--- src/hw/rtl/rc4_pkg.sv ---
// Shared types, codes and constants of the RC4 stream cipher engine.
package rc4_pkg;

  localparam int unsigned KeyMaxDef = 256;
  localparam int unsigned PermDepth = 256;
  localparam int unsigned ByteW     = 8;
  localparam int unsigned FuncW     = 2;

  typedef logic [ByteW-1:0] byte_t;

  typedef enum logic [FuncW-1:0] {
    FUNC_KEY  = 2'd0,
    FUNC_DATA = 2'd1,
    FUNC_SKIP = 2'd2
  } func_e;

  typedef enum logic [3:0] {
    ST_IDLE,
    ST_SCH_INIT,
    ST_SCH_RD,
    ST_SCH_MIX,
    ST_SCH_WR_K,
    ST_SCH_WR_J,
    ST_KS_RD_I,
    ST_KS_RD_J,
    ST_KS_WR_I,
    ST_KS_WR_J,
    ST_KS_RD_T,
    ST_KS_OUT
  } state_e;

  typedef enum logic [3:0] {
    OP_NONE,
    OP_KEY_WR,
    OP_KS_START,
    OP_SCH_INIT,
    OP_SCH_RD,
    OP_SCH_MIX,
    OP_SCH_WR_K,
    OP_SCH_WR_J,
    OP_KS_RD_I,
    OP_KS_RD_J,
    OP_KS_WR_I,
    OP_KS_WR_J,
    OP_KS_RD_T,
    OP_KS_OUT
  } dp_op_e;

  typedef struct packed {
    logic out_busy;
    logic sched_last;
  } dp_sts_t;

endpackage

--- src/hw/rtl/rc4_ctrl.sv ---
// Sequencing state machine of the RC4 engine: input transfers, key schedule and keystream steps.
module rc4_ctrl
  import rc4_pkg::*;
(
  input  logic             clk_i,
  input  logic             rst_ni,
  input  logic             s_axis_tvalid,
  output logic             s_axis_tready,
  input  logic [FuncW-1:0] func_i,
  input  logic             key_last_i,
  output dp_op_e           op_o,
  input  dp_sts_t          sts_i
);

  state_e state_q, state_d;
  logic   is_data_q, is_data_d;
  logic   in_xfer;

  assign s_axis_tready = (state_q == ST_IDLE);
  assign in_xfer       = s_axis_tvalid & s_axis_tready;

  always_comb begin
    state_d = state_q;
    case (state_q)
      ST_IDLE: begin
        if (in_xfer) begin
          case (func_e'(func_i))
            FUNC_KEY:  state_d = key_last_i ? ST_SCH_INIT : ST_IDLE;
            FUNC_DATA: state_d = ST_KS_RD_I;
            FUNC_SKIP: state_d = ST_KS_RD_I;
            default:   state_d = ST_IDLE;
          endcase
        end
      end
      ST_SCH_INIT: state_d = ST_SCH_RD;
      ST_SCH_RD:   state_d = ST_SCH_MIX;
      ST_SCH_MIX:  state_d = ST_SCH_WR_K;
      ST_SCH_WR_K: state_d = ST_SCH_WR_J;
      ST_SCH_WR_J: state_d = sts_i.sched_last ? ST_IDLE : ST_SCH_RD;
      ST_KS_RD_I:  state_d = ST_KS_RD_J;
      ST_KS_RD_J:  state_d = ST_KS_WR_I;
      ST_KS_WR_I:  state_d = ST_KS_WR_J;
      ST_KS_WR_J:  state_d = ST_KS_RD_T;
      ST_KS_RD_T:  state_d = ST_KS_OUT;
      ST_KS_OUT: begin
        if (!is_data_q || !sts_i.out_busy) begin
          state_d = ST_IDLE;
        end
      end
      default:     state_d = ST_IDLE;
    endcase
  end

  always_comb begin
    op_o      = OP_NONE;
    is_data_d = is_data_q;
    case (state_q)
      ST_IDLE: begin
        if (in_xfer) begin
          is_data_d = (func_e'(func_i) == FUNC_DATA);
          case (func_e'(func_i))
            FUNC_KEY:  op_o = OP_KEY_WR;
            FUNC_DATA: op_o = OP_KS_START;
            FUNC_SKIP: op_o = OP_KS_START;
            default:   op_o = OP_NONE;
          endcase
        end
      end
      ST_SCH_INIT: op_o = OP_SCH_INIT;
      ST_SCH_RD:   op_o = OP_SCH_RD;
      ST_SCH_MIX:  op_o = OP_SCH_MIX;
      ST_SCH_WR_K: op_o = OP_SCH_WR_K;
      ST_SCH_WR_J: op_o = OP_SCH_WR_J;
      ST_KS_RD_I:  op_o = OP_KS_RD_I;
      ST_KS_RD_J:  op_o = OP_KS_RD_J;
      ST_KS_WR_I:  op_o = OP_KS_WR_I;
      ST_KS_WR_J:  op_o = OP_KS_WR_J;
      ST_KS_RD_T:  op_o = OP_KS_RD_T;
      ST_KS_OUT: begin
        if (is_data_q && !sts_i.out_busy) begin
          op_o = OP_KS_OUT;
        end
      end
      default:     op_o = OP_NONE;
    endcase
  end

  always_ff @(posedge clk_i or negedge rst_ni) begin
    if (!rst_ni) begin
      state_q   <= ST_IDLE;
      is_data_q <= 1'b0;
    end else begin
      state_q   <= state_d;
      is_data_q <= is_data_d;
    end
  end

  assert property (@(posedge clk_i) disable iff (!rst_ni)
    (state_q == ST_SCH_WR_J && !sts_i.sched_last) |=> (state_q == ST_SCH_RD))
    else $error("key schedule left early");

  assert property (@(posedge clk_i) disable iff (!rst_ni)
    (in_xfer && func_e'(func_i) == FUNC_KEY && key_last_i) |=> (state_q == ST_SCH_INIT))
    else $error("last key byte did not start the schedule");

  assert property (@(posedge clk_i) disable iff (!rst_ni)
    (state_q == ST_KS_OUT && is_data_q && sts_i.out_busy) |=> (state_q == ST_KS_OUT))
    else $error("result dropped while output stalled");

endmodule

--- src/hw/rtl/rc4_dp.sv ---
// Datapath of the RC4 engine: permutation and key memories, indices and output register.
module rc4_dp
  import rc4_pkg::*;
#(
  parameter int unsigned KEY_MAX = KeyMaxDef
) (
  input  logic    clk_i,
  input  logic    rst_ni,
  input  dp_op_e  op_i,
  output dp_sts_t sts_o,
  input  byte_t   in_byte_i,
  output byte_t   out_byte_o,
  output logic    out_valid_o,
  input  logic    out_ready_i
);

  localparam int unsigned KeyAw = $clog2(KEY_MAX);
  localparam int unsigned CntW  = $clog2(KEY_MAX + 1);

  byte_t            perm_mem [PermDepth];
  logic [PermDepth-1:0] valid_q;
  byte_t            key_mem  [KEY_MAX];

  byte_t            mem_q, raddr_q;
  logic             hit_q;
  byte_t            rdata;
  byte_t            kdata_q;

  byte_t            i_q, j_q, k_q, si_q, sj_q, byte_q, out_q;
  logic [KeyAw-1:0] kidx_q;
  logic [CntW-1:0]  cnt_q;
  logic             out_valid_q;

  byte_t            raddr, waddr, wdata, j_mix, j_gen;
  logic             re, we;
  logic [CntW-1:0]  key_len, kidx_nxt;

  assign rdata = hit_q ? mem_q : raddr_q;
  assign j_mix = j_q + rdata + kdata_q;
  assign j_gen = j_q + rdata;

  assign key_len  = (cnt_q == '0) ? CntW'(1) : cnt_q;
  assign kidx_nxt = CntW'(kidx_q) + CntW'(1);

  always_comb begin
    re    = 1'b0;
    raddr = k_q;
    we    = 1'b0;
    waddr = k_q;
    wdata = rdata;
    case (op_i)
      OP_SCH_RD: begin
        re    = 1'b1;
        raddr = k_q;
      end
      OP_SCH_MIX: begin
        re    = 1'b1;
        raddr = j_mix;
      end
      OP_SCH_WR_K: begin
        we    = 1'b1;
        waddr = k_q;
        wdata = rdata;
      end
      OP_SCH_WR_J: begin
        we    = 1'b1;
        waddr = j_q;
        wdata = si_q;
      end
      OP_KS_RD_I: begin
        re    = 1'b1;
        raddr = i_q;
      end
      OP_KS_RD_J: begin
        re    = 1'b1;
        raddr = j_gen;
      end
      OP_KS_WR_I: begin
        we    = 1'b1;
        waddr = i_q;
        wdata = rdata;
      end
      OP_KS_WR_J: begin
        we    = 1'b1;
        waddr = j_q;
        wdata = si_q;
      end
      OP_KS_RD_T: begin
        re    = 1'b1;
        raddr = si_q + sj_q;
      end
      default: begin
        re = 1'b0;
        we = 1'b0;
      end
    endcase
  end

  always_ff @(posedge clk_i) begin
    if (we) begin
      perm_mem[waddr] <= wdata;
    end
    if (re) begin
      mem_q   <= perm_mem[raddr];
      hit_q   <= valid_q[raddr];
      raddr_q <= raddr;
    end
  end

  always_ff @(posedge clk_i) begin
    if (op_i == OP_KEY_WR && cnt_q < CntW'(KEY_MAX)) begin
      key_mem[cnt_q[KeyAw-1:0]] <= in_byte_i;
    end
    if (op_i == OP_SCH_RD) begin
      kdata_q <= key_mem[kidx_q];
    end
  end

  always_ff @(posedge clk_i or negedge rst_ni) begin
    if (!rst_ni) begin
      valid_q <= '0;
    end else if (op_i == OP_SCH_INIT) begin
      valid_q <= '0;
    end else if (we) begin
      valid_q[waddr] <= 1'b1;
    end
  end

  always_ff @(posedge clk_i or negedge rst_ni) begin
    if (!rst_ni) begin
      i_q    <= '0;
      j_q    <= '0;
      k_q    <= '0;
      kidx_q <= '0;
      cnt_q  <= '0;
    end else begin
      case (op_i)
        OP_KEY_WR: begin
          if (cnt_q < CntW'(KEY_MAX)) begin
            cnt_q <= cnt_q + CntW'(1);
          end
        end
        OP_KS_START: i_q <= i_q + 8'd1;
        OP_SCH_INIT: begin
          j_q    <= '0;
          k_q    <= '0;
          kidx_q <= '0;
        end
        OP_SCH_MIX:  j_q <= j_mix;
        OP_SCH_WR_J: begin
          k_q    <= k_q + 8'd1;
          kidx_q <= (kidx_nxt == key_len) ? '0 : kidx_nxt[KeyAw-1:0];
          if (sts_o.sched_last) begin
            i_q   <= '0;
            j_q   <= '0;
            cnt_q <= '0;
          end
        end
        OP_KS_RD_J:  j_q <= j_gen;
        default:     i_q <= i_q;
      endcase
    end
  end

  always_ff @(posedge clk_i) begin
    if (op_i == OP_KS_START) begin
      byte_q <= in_byte_i;
    end
    if (op_i == OP_SCH_MIX || op_i == OP_KS_RD_J) begin
      si_q <= rdata;
    end
    if (op_i == OP_KS_WR_I) begin
      sj_q <= rdata;
    end
    if (op_i == OP_KS_OUT) begin
      out_q <= byte_q ^ rdata;
    end
  end

  always_ff @(posedge clk_i or negedge rst_ni) begin
    if (!rst_ni) begin
      out_valid_q <= 1'b0;
    end else if (op_i == OP_KS_OUT) begin
      out_valid_q <= 1'b1;
    end else if (out_ready_i) begin
      out_valid_q <= 1'b0;
    end
  end

  assign sts_o.out_busy   = out_valid_q & ~out_ready_i;
  assign sts_o.sched_last = (k_q == 8'hFF);
  assign out_byte_o       = out_q;
  assign out_valid_o      = out_valid_q;

  assert property (@(posedge clk_i) disable iff (!rst_ni)
    (op_i == OP_KS_OUT) |-> !sts_o.out_busy)
    else $error("output register overwritten while stalled");

  assert property (@(posedge clk_i) disable iff (!rst_ni)
    cnt_q <= CntW'(KEY_MAX))
    else $error("key count beyond key store depth");

  assert property (@(posedge clk_i) disable iff (!rst_ni)
    (op_i == OP_SCH_WR_J && sts_o.sched_last) |=> (i_q == '0 && j_q == '0 && cnt_q == '0))
    else $error("indices not cleared after key schedule");

  assert property (@(posedge clk_i) disable iff (!rst_ni)
    (op_i == OP_SCH_INIT) |=> (valid_q == '0))
    else $error("permutation not reset to identity");

endmodule

--- src/hw/rtl/rc4_stream_cipher.sv ---
// RC4 stream cipher engine, top level.
// Input channel s_axis: tdata carries a key or data byte, tuser the function
// (key byte, data byte, discard one keystream byte), tlast marks the last key
// byte. Output channel m_axis: tdata carries the data byte XOR keystream.
// A key byte is held in the key store; bytes beyond KEY_MAX are dropped. The
// last key byte starts the key schedule: an init step, then 256 rounds of
// four steps (read, mix, write k, write j) on the single permutation memory
// port, with tready low.
// A data or discard item runs the keystream steps read i, read j, write i,
// write j, read t and output before the next item is taken; a data result is
// registered in the output register. The keystream step reads and swaps in
// one permutation memory, one access a cycle.
// The result sits in an output register; the next item is taken while it
// waits. If the receiver stalls and a second result is ready, the engine
// holds it until the first is taken.
// Reset restores the identity permutation at once through per-entry valid
// bits and clears both indices and the key count; no clearing pass is run.
module rc4_stream_cipher
  import rc4_pkg::*;
#(
  parameter int unsigned KEY_MAX = KeyMaxDef
) (
  input  logic             clk_i,
  input  logic             rst_ni,
  input  logic             s_axis_tvalid,
  output logic             s_axis_tready,
  input  logic [ByteW-1:0] s_axis_tdata,   // [7:0] in_byte
  input  logic [FuncW-1:0] s_axis_tuser,   // [1:0] func
  input  logic             s_axis_tlast,   // key_last
  output logic             m_axis_tvalid,
  input  logic             m_axis_tready,
  output logic [ByteW-1:0] m_axis_tdata    // [7:0] out_byte
);

  dp_op_e  op;
  dp_sts_t sts;

  rc4_ctrl u_ctrl (
    .clk_i         (clk_i),
    .rst_ni        (rst_ni),
    .s_axis_tvalid (s_axis_tvalid),
    .s_axis_tready (s_axis_tready),
    .func_i        (s_axis_tuser),
    .key_last_i    (s_axis_tlast),
    .op_o          (op),
    .sts_i         (sts)
  );

  rc4_dp #(
    .KEY_MAX (KEY_MAX)
  ) u_dp (
    .clk_i       (clk_i),
    .rst_ni      (rst_ni),
    .op_i        (op),
    .sts_o       (sts),
    .in_byte_i   (s_axis_tdata),
    .out_byte_o  (m_axis_tdata),
    .out_valid_o (m_axis_tvalid),
    .out_ready_i (m_axis_tready)
  );

endmodule

--- config.mk ---
export PLATFORM = sky130hd
export DESIGN_NAME = rc4_stream_cipher
export DESIGN_NICKNAME = d
export VERILOG_FILES = /design/src/hw/rtl/rc4_pkg.sv /design/src/hw/rtl/rc4_ctrl.sv /design/src/hw/rtl/rc4_dp.sv /design/src/hw/rtl/rc4_stream_cipher.sv
export SDC_FILE = /design/constraint.sdc
export NUM_CORES = 2
export LEC_CHECK = 0
export CAP_MARGIN = 20
export CELL_PAD_IN_SITES_DETAIL_PLACEMENT = 0
export CELL_PAD_IN_SITES_GLOBAL_PLACEMENT = 1
export CORE_MARGIN = 2
export CORE_UTILIZATION = 49
export DETAILED_ROUTE_END_ITERATION = 10
export DONT_BUFFER_PORTS = 1
export GPL_ROUTABILITY_DRIVEN = 0
export PLACE_DENSITY_LB_ADDON = 0.1
export SYNTH_ARGS = -nofsm -noshare
export SYNTH_HDL_FRONTEND = slang
export SYNTH_SLANG_ARGS = --single-unit
--- constraint.sdc ---
create_clock -name clk_i -period 5.12 [get_ports clk_i]
set_clock_uncertainty 0.2 [all_clocks]
set_input_delay 0.768 -clock clk_i [delete_from_list [all_inputs] [get_ports clk_i]]
set_output_delay 0.768 -clock clk_i [all_outputs]
set_load 0.02 [all_outputs]
# After elaboration in Yosys (flattened, before gate mapping)
# Memory sizes are Yosys's and may differ from the RTL's. A register that Yosys moved wholly into a read port is not among the register bits.
# Cells that the tools add are included.
dict set report classes {
  n_mux 38
  n_eq_ne 32
  n_reduce_logical 25
  n_addsub 7
  bitwise_logic 5
  magnitude_cmp 4
}
# cell n
set op_table {}
lappend op_table {{2-to-1 mux 256 bit} 2}
lappend op_table {{OR 256 bit} 1}
lappend op_table {{case mux 4 bit (12 select lines)} 2}
lappend op_table {{case mux 8 bit (2 select lines)} 4}
lappend op_table {{case mux 8 bit (4 select lines)} 2}
lappend op_table {{equality test 4 bit, second input constant} 10}
lappend op_table {{equality test 4 x 3 -> 1 bit, second input constant} 8}
lappend op_table {{2-to-1 mux 8 bit} 4}
lappend op_table {{2-to-1 mux 9 bit} 3}
lappend op_table {{adder 8 bit} 3}
lappend op_table {{< comparator 8 x 9 -> 1 bit, second input constant} 2}
lappend op_table {{case mux 9 bit (2 select lines)} 1}
lappend op_table {{adder 8 x 1 -> 8 bit, second input constant} 2}
lappend op_table {{equality test 4 x 2 -> 1 bit, second input constant} 4}
lappend op_table {{2-to-1 mux 4 bit} 4}
lappend op_table {{2-to-1 mux 1 bit} 11}
lappend op_table {{nonzero test 2 bit} 5}
lappend op_table {{adder 8 x 1 -> 9 bit, second input constant} 1}
lappend op_table {{adder 9 x 1 -> 9 bit, second input constant} 1}
lappend op_table {{equality test 9 bit} 1}
lappend op_table {{logical NOT 9 bit} 1}
lappend op_table {{< comparator 9 bit, second input constant} 1}
lappend op_table {{binary-select mux 1 bit (select 8 bit)} 1}
lappend op_table {{demux 1 bit (select 8 bit)} 1}
lappend op_table {{24 further kinds} 36}
dict set report totals {
  register_bits 344
  ramBits 4096
  inputBits 15
  output_inout_bits 10
  memories 2
}
# memory words width rd rd_ports_with_merged_regs write_ports line_no
set memory_table {}
lappend memory_table {u_dp.key_mem 256 8 1 1 1 rc4_dp.sv:22} ;# byte_t key_mem [KEY_MAX];
lappend memory_table {u_dp.perm_mem 256 8 1 1 1 rc4_dp.sv:20} ;# byte_t perm_mem [PermDepth];

# Longest topological paths before layout
dict set report logic_depth {
  word_depth 16
  mapped_depth 23
}

# Cells and area by module
# A second synthesis with hierarchy kept.
dict set report unflattened {
  cells_unflattened 11392
  hier_area_um2 177900.6
}
# module seq_area_each_um2 cells_each instances area_per_inst_um2
set by_module_without_submodules {}
lappend by_module_without_submodules {rc4_dp 132166.8 11341 1 177440.2}
lappend by_module_without_submodules {rc4_ctrl 125.1 51 1 460.4}

# Least setup slack after synthesis
# No wires, ideal clock.
dict set report synth_path {
  path_kind {reg2reg}
  from {register u_dp.hit_q}
  to {register u_dp.mem_q[7] (read register of u_dp.perm_mem), data pin}
  t_arrival_ns 4.845
  slack_ns -0.186
  path_stages_with_launch 22
  path_cell_list {edfxtp_1 -> buf_2 -> mux2_2 -> ha_1 -> fa_1 -> a211oi_1 -> nor2_1 -> xnor2_1 -> inv_1 -> ha_1 -> a2111oi_0 -> nand2_1 -> o21ai_1 -> xor2_1 -> or3_1 -> a21oi_1 -> o32ai_2 -> inv_1 -> clkbuf_1 -> nor4_1 -> o21ai_1 -> a311o_1}
}
dict set report synth_between {
  elab_chain_cells 4
}
# item line_no
set synth_lines {}
lappend synth_lines {{start: declaration} rc4_dp.sv:25} ;# logic hit_q;
lappend synth_lines {{start signal: assignment} rc4_dp.sv:105} ;# hit_q <= valid_q[raddr];
lappend synth_lines {{2-to-1 mux 8 bit *} rc4_dp.sv:38} ;# assign rdata = hit_q ? mem_q : raddr_q;
lappend synth_lines {{named net u_dp.rdata[0]} rc4_dp.sv:26} ;# byte_t rdata;
lappend synth_lines {{adder 8 bit *} {rc4_dp.sv:39, rc4_dp.sv:40}}
lappend synth_lines {{adder 8 bit} rc4_dp.sv:39} ;# assign j_mix = j_q + rdata + kdata_q;
lappend synth_lines {{case mux 8 bit (4 select lines) *} rc4_dp.sv:51} ;# case (op_i)
lappend synth_lines {{named net u_dp.raddr[7]} rc4_dp.sv:34} ;# byte_t raddr, waddr, wdata, j_mix, j_gen;
lappend synth_lines {{end: declaration} rc4_dp.sv:24} ;# byte_t mem_q, raddr_q;
# The timed path passes the listed nets; every way through them passes the cells marked *.
# A chain may end at the register's enable or synchronous reset.

# Final worst setup path
dict set report layout_path {
  from {register u_dp.hit_q}
  to {register u_dp.mem_q[2] (read register of u_dp.perm_mem), data pin}
}
dict set report layout_between {
  elab_chain_cells 4
}
# item line_no
set layout_lines {}
lappend layout_lines {{2-to-1 mux 8 bit *} rc4_dp.sv:38}
lappend layout_lines {{named net u_dp.rdata[0]} rc4_dp.sv:26}
lappend layout_lines {{adder 8 bit *} {rc4_dp.sv:39, rc4_dp.sv:40}}
lappend layout_lines {{adder 8 bit} rc4_dp.sv:39}
lappend layout_lines {{case mux 8 bit (4 select lines) *} rc4_dp.sv:51}
# Marks and branches as above.

==> PnR_summary.wiki <==
{| class="wikitable"
! Metric !! Value
|-
| Ys flop type || sky130_fd_sc_hd__edfxtp_1
|-
| Simple-Gate Fraction of Synth Area || 8.20%
|-
| Core Region || 363000 um^2
|-
| Final ANT Viol Nets || 0
|-
| Number of antenna violations at the first check in global routing || 21
|-
| Slew of the pin with the lowest slew margin || 1.69 ns
|-
| R2R Path Start || u_dp.hit_q$_DFFE_PP_
|-
| Share of layout cells above drive strength 1 || 22.0%
|-
| Wire length of the first global-routing pass || 821 mm
|-
| Width of the chip || 608 um
|-
| Largest net degree at the start of global routing || 304
|-
| Async SR Flop Fraction || 6.80%
|-
| Final count of negative-setup-slack endpoints || 9
|-
| Dominant combinational cell family by area after synthesis || compound AO/OA/AOI/OAI gates
|-
| Startpoint of the worst setup timing path || u_dp.hit_q$_DFFE_PP_
|-
| Reg clk slew, reported paths || 0.06 ns
|-
| Row count || 221
|-
| Cells taking the most area after synthesis || sky130_fd_sc_hd__edfxtp_1 (70%), sky130_fd_sc_hd__dfrtp_1 (4.2%), sky130_fd_sc_hd__nand2_1 (3.9%)
|-
| Number of buffers created by CTS || 459
|-
| Synthesized cell area || 179000 um^2
|-
| Portion of netlist area occupied by mux cells || 7.10%
|-
| Routed vias || 113000
|-
| Total wire length after detailed routing || 577 mm
|-
| Number of distinct library cells after synthesis || 88
|-
| Worst EP required || 5.62 ns
|-
| Maximum fanout along the worst path || 14
|-
| Number of primary I/O pins || 25
|-
| Violation count after the first detailed-route iteration || 13800
|-
| Largest area contributor in the netlist || sky130_fd_sc_hd__edfxtp_1
|-
| Worst skew pair latency || 1.02 ns
|-
| Clock Sink Count || 4456
|-
| TritonCTS clock tree || done
|-
| Type of element launching the critical path || flop
|-
| Leakage || 73.9 nW
|-
| Data arrival time at the worst-slack endpoint || 6.13 ns
|-
| Syn_area_per_cell || 15.1 um^2
|-
| Slack of the worst reg-to-reg path || -0.51 ns
|-
| Worst setup margin || -0.511 ns
|-
| H-Tree Depth || 5
|-
| Number of synthesized flops with an enable pin || 4153
|-
| Post-synthesis share of cell area spent on xor and xnor gates || 0.205%
|-
| #FFs+latches synth || 4456
|-
| Cell chosen for the clock root || sky130_fd_sc_hd__clkbuf_16
|-
| Average via count per standard cell || 6.16
|-
| Grt total ovfl || 0
|-
| FMAX || 178 MHz
|-
| Type of the worst setup path || reg2reg
|-
| Total global routing track utilization || 30.6%
|-
| Number of global-route vias before repair || 111000
|-
| Clock Path Buffers || 4
|-
| Final Power || 0.165 W
|-
| RSZ-0062 raised after global routing || true
|-
| Yosys warning count || 0
|-
| Power density cells || 768 nW/um^2
|-
| First-pass DRT Iterations || 6
|-
| Result of the run || finished, violations left
|-
| Worst slew margin || -12.9%
|-
| Sequential cell area fraction in the yosys report || 73.9%
|-
| Chip Height || 608 um
|-
| Final total negative setup slack || -3.84 ns
|-
| Post-Place Setup Slack || -1.22 ns
|-
| Count of input and output buffers || 0
|-
| Max-Cap Viols || 0
|-
| Adder-Cell Fraction of Synth Area || 0.250%
|-
| Largest voltage drop on the vdd net || 656 uV
|-
| Synthesized netlist cell count || 11900
|-
| Type of element capturing the critical path || flop
|-
| Average wire length per cell after detail routing || 31.3 um
|-
| DIE AREA || 370000 um^2
|-
| Violated checks || negative hold slack, max-slew violations, negative setup slack
|-
| Total count of hold-check failures in the final report || 303
|-
| Minimum clock period || 5.63 ns
|-
| Dpl hpwl || 366 mm
|-
| Slew Limit Fails || 175
|-
| Area fraction of the dominant cell type after synthesis || 69.7%
|-
| Layout net count || 13300
|-
| Initial Util || 49.3%
|-
| Worst hold slack || -0.750 ns
|-
| Final period util || 110%
|-
| Non-Filler Cell Area, Final || 214000 um^2
|-
| Hold WC Path Type || in2async
|-
| Synthesized Nets || 11900
|-
| DRC violations left || 0
|-
| Area after DPL || 196000 um^2
|-
| Post-synthesis compound-gate area fraction || 8.25%
|-
| Growth of design area from synthesis to finish || 19.7%
|}
routing by layer:
layer / vias up / part of all wire [%] / track usage [%]
met3: 1191 / 7.3 / 4.36
met2: 5144 / 48 / 49.8
li1: 48800 / - / -
met4: 8 / 5.9 / 15.4
met1: 58300 / 39 / 40.4
met5: - / 0.0080 / 0
through the flow:
step                      cells  utilization [%]
after floorplan           11900                -
after global placement    17500             54.0
after detailed placement  17500             54.0
after CTS                 18400             58.8
after global routing      18400             59.0
final                     18400             59.0
Yosys cell counts (all sizes together), types with 9 or more instances:
cell	number
edfxtp	4153
nand2	1858
nor2	679
a21oi	584
mux2i	571
buf	447
clkbuf	377
nand3	327
dfrtp	303
mux4	302
and3	274
o21a	264
o221ai	242
a311oi	196
o22ai	160
nor3	150
o21ai	144
a211oi	139
a31oi	136
a32oi	42
nand4	42
inv	32
ha	31
or3	31
o31ai	30
a32o	29
a221oi	28
xor2	24
o211ai	19
xnor2	18
mux2	17
o2111ai	17
a31o	13
nor2b	13
and2	12
nand2b	12
a2111oi	11
a22oi	11
a311o	10
a221o	9
nor4	9
or4	9
critical path, cell delays in order, from the launching register on:
cell and delay (ns):
sky130_fd_sc_hd__edfxtp_1 0.44, sky130_fd_sc_hd__mux2_4 0.37, sky130_fd_sc_hd__ha_4 0.18, sky130_fd_sc_hd__fa_2 0.57
sky130_fd_sc_hd__inv_1 0.06, sky130_fd_sc_hd__fa_1 0.49, sky130_fd_sc_hd__nor3_2 0.06, sky130_fd_sc_hd__o221a_4 0.30
sky130_fd_sc_hd__nor2_8 0.25, sky130_fd_sc_hd__inv_12 0.10, sky130_fd_sc_hd__buf_16 0.17, sky130_fd_sc_hd__buf_12 0.16
sky130_fd_sc_hd__buf_4 0.17, sky130_fd_sc_hd__a211oi_2 0.21, sky130_fd_sc_hd__a31oi_2 0.08, sky130_fd_sc_hd__o2111a_2 0.30
sky130_fd_sc_hd__a311oi_4 0.31, sky130_fd_sc_hd__buf_4 0.17, sky130_fd_sc_hd__nand4_1 0.32, sky130_fd_sc_hd__o311ai_4 0.26
sky130_fd_sc_hd__o21ai_1 0.12
path summary, 6_finish.rpt:
| kind | depth (start not counted) | endpoint |
|---|---|---|
| setup / recovery | 20 | u_dp.mem_q[2]$_DFFE_PP_ |
| hold / removal | 0 | u_dp.valid_q[104]$_DFFE_PN0P_ |
| setup reg to reg | 20 | u_dp.mem_q[2]$_DFFE_PP_ |
| hold reg to reg | 1 | u_dp.valid_q[14]$_DFFE_PN0P_ |
| max in group asynchronous | 0 | u_dp.kidx_q[0]$_DFFE_PN0P_ |
| min in group clk_i | 1 | u_dp.key_mem[207][7]$_DFFE_PP_ |
kinds of logic (layout without fill, tap and decap cells):
family	Yosys count	in the layout
xor+xnor	42	42
compound gates	2136	2136
fa+ha+maj	34	34
simple gates	3440	3440
buf+inv	857	2604
other cells	0	14
flops	4456	4456
mux	890	890
placed cells by master, fill, tap and decap left out, types with 84 or more instances in the layout:
cell | Yosys | final
sky130_fd_sc_hd__mux4_2 | 302 | 302
sky130_fd_sc_hd__a211oi_1 | 139 | 127
sky130_fd_sc_hd__clkbuf_16 | 0 | 461
sky130_fd_sc_hd__edfxtp_1 | 4153 | 4153
sky130_fd_sc_hd__nand2_1 | 1858 | 1821
sky130_fd_sc_hd__clkbuf_1 | 377 | 103
sky130_fd_sc_hd__dfrtp_1 | 303 | 298
sky130_fd_sc_hd__a31oi_1 | 136 | 116
sky130_fd_sc_hd__nor2_1 | 677 | 667
sky130_fd_sc_hd__a21oi_1 | 581 | 572
sky130_fd_sc_hd__nor3_1 | 148 | 128
sky130_fd_sc_hd__a311oi_1 | 195 | 160
sky130_fd_sc_hd__clkinv_2 | 0 | 84
sky130_fd_sc_hd__buf_12 | 0 | 156
sky130_fd_sc_hd__o21a_1 | 264 | 262
sky130_fd_sc_hd__clkinv_1 | 1 | 91
sky130_fd_sc_hd__nand3_1 | 327 | 317
sky130_fd_sc_hd__o21ai_0 | 123 | 95
sky130_fd_sc_hd__and3_1 | 274 | 270
sky130_fd_sc_hd__mux2i_1 | 571 | 570
sky130_fd_sc_hd__o22ai_1 | 160 | 151
sky130_fd_sc_hd__o221ai_1 | 242 | 240
sky130_fd_sc_hd__buf_4 | 40 | 1470
registers in the layout, summed over array words and instances (netlist names), 9 cells and up:
name	flops
u_dp.perm_mem	2048
u_dp.cnt_q	9
u_dp.key_mem	2048
u_dp.valid_q	256
cell type report:
class	count	area, um^2
Fill cell	27900	149000
Sequential cell	4456	132000
Multi-Input combinational cell	6542	45000
Timing Repair Buffer	1715	15700
Clock buffer	578	12100
Tap cell	4794	6000
Clock inverter	278	2990
Inverter	33	168
Antenna cell	14	35.0
power by group:
part / switching, W / total (W) / internal, W
Clock: 0.0142 / 0.0336 / 0.0193
Sequential: 0.000671 / 0.0459 / 0.0452
Combinational: 0.0544 / 0.0851 / 0.0306
Total: 0.0693 / 0.165 / 0.0952
timing repair:
action                                   CTS  global route
cloned                                     5             1
pin swaps                                 62            46
gates resized for setup                  287            75
endpoints found under the hold margin   2340           434
endpoints found under the setup margin     9           192
hold buffers                              14             4
buffers inserted                          50            11
(Power assumes the default switching activity.)
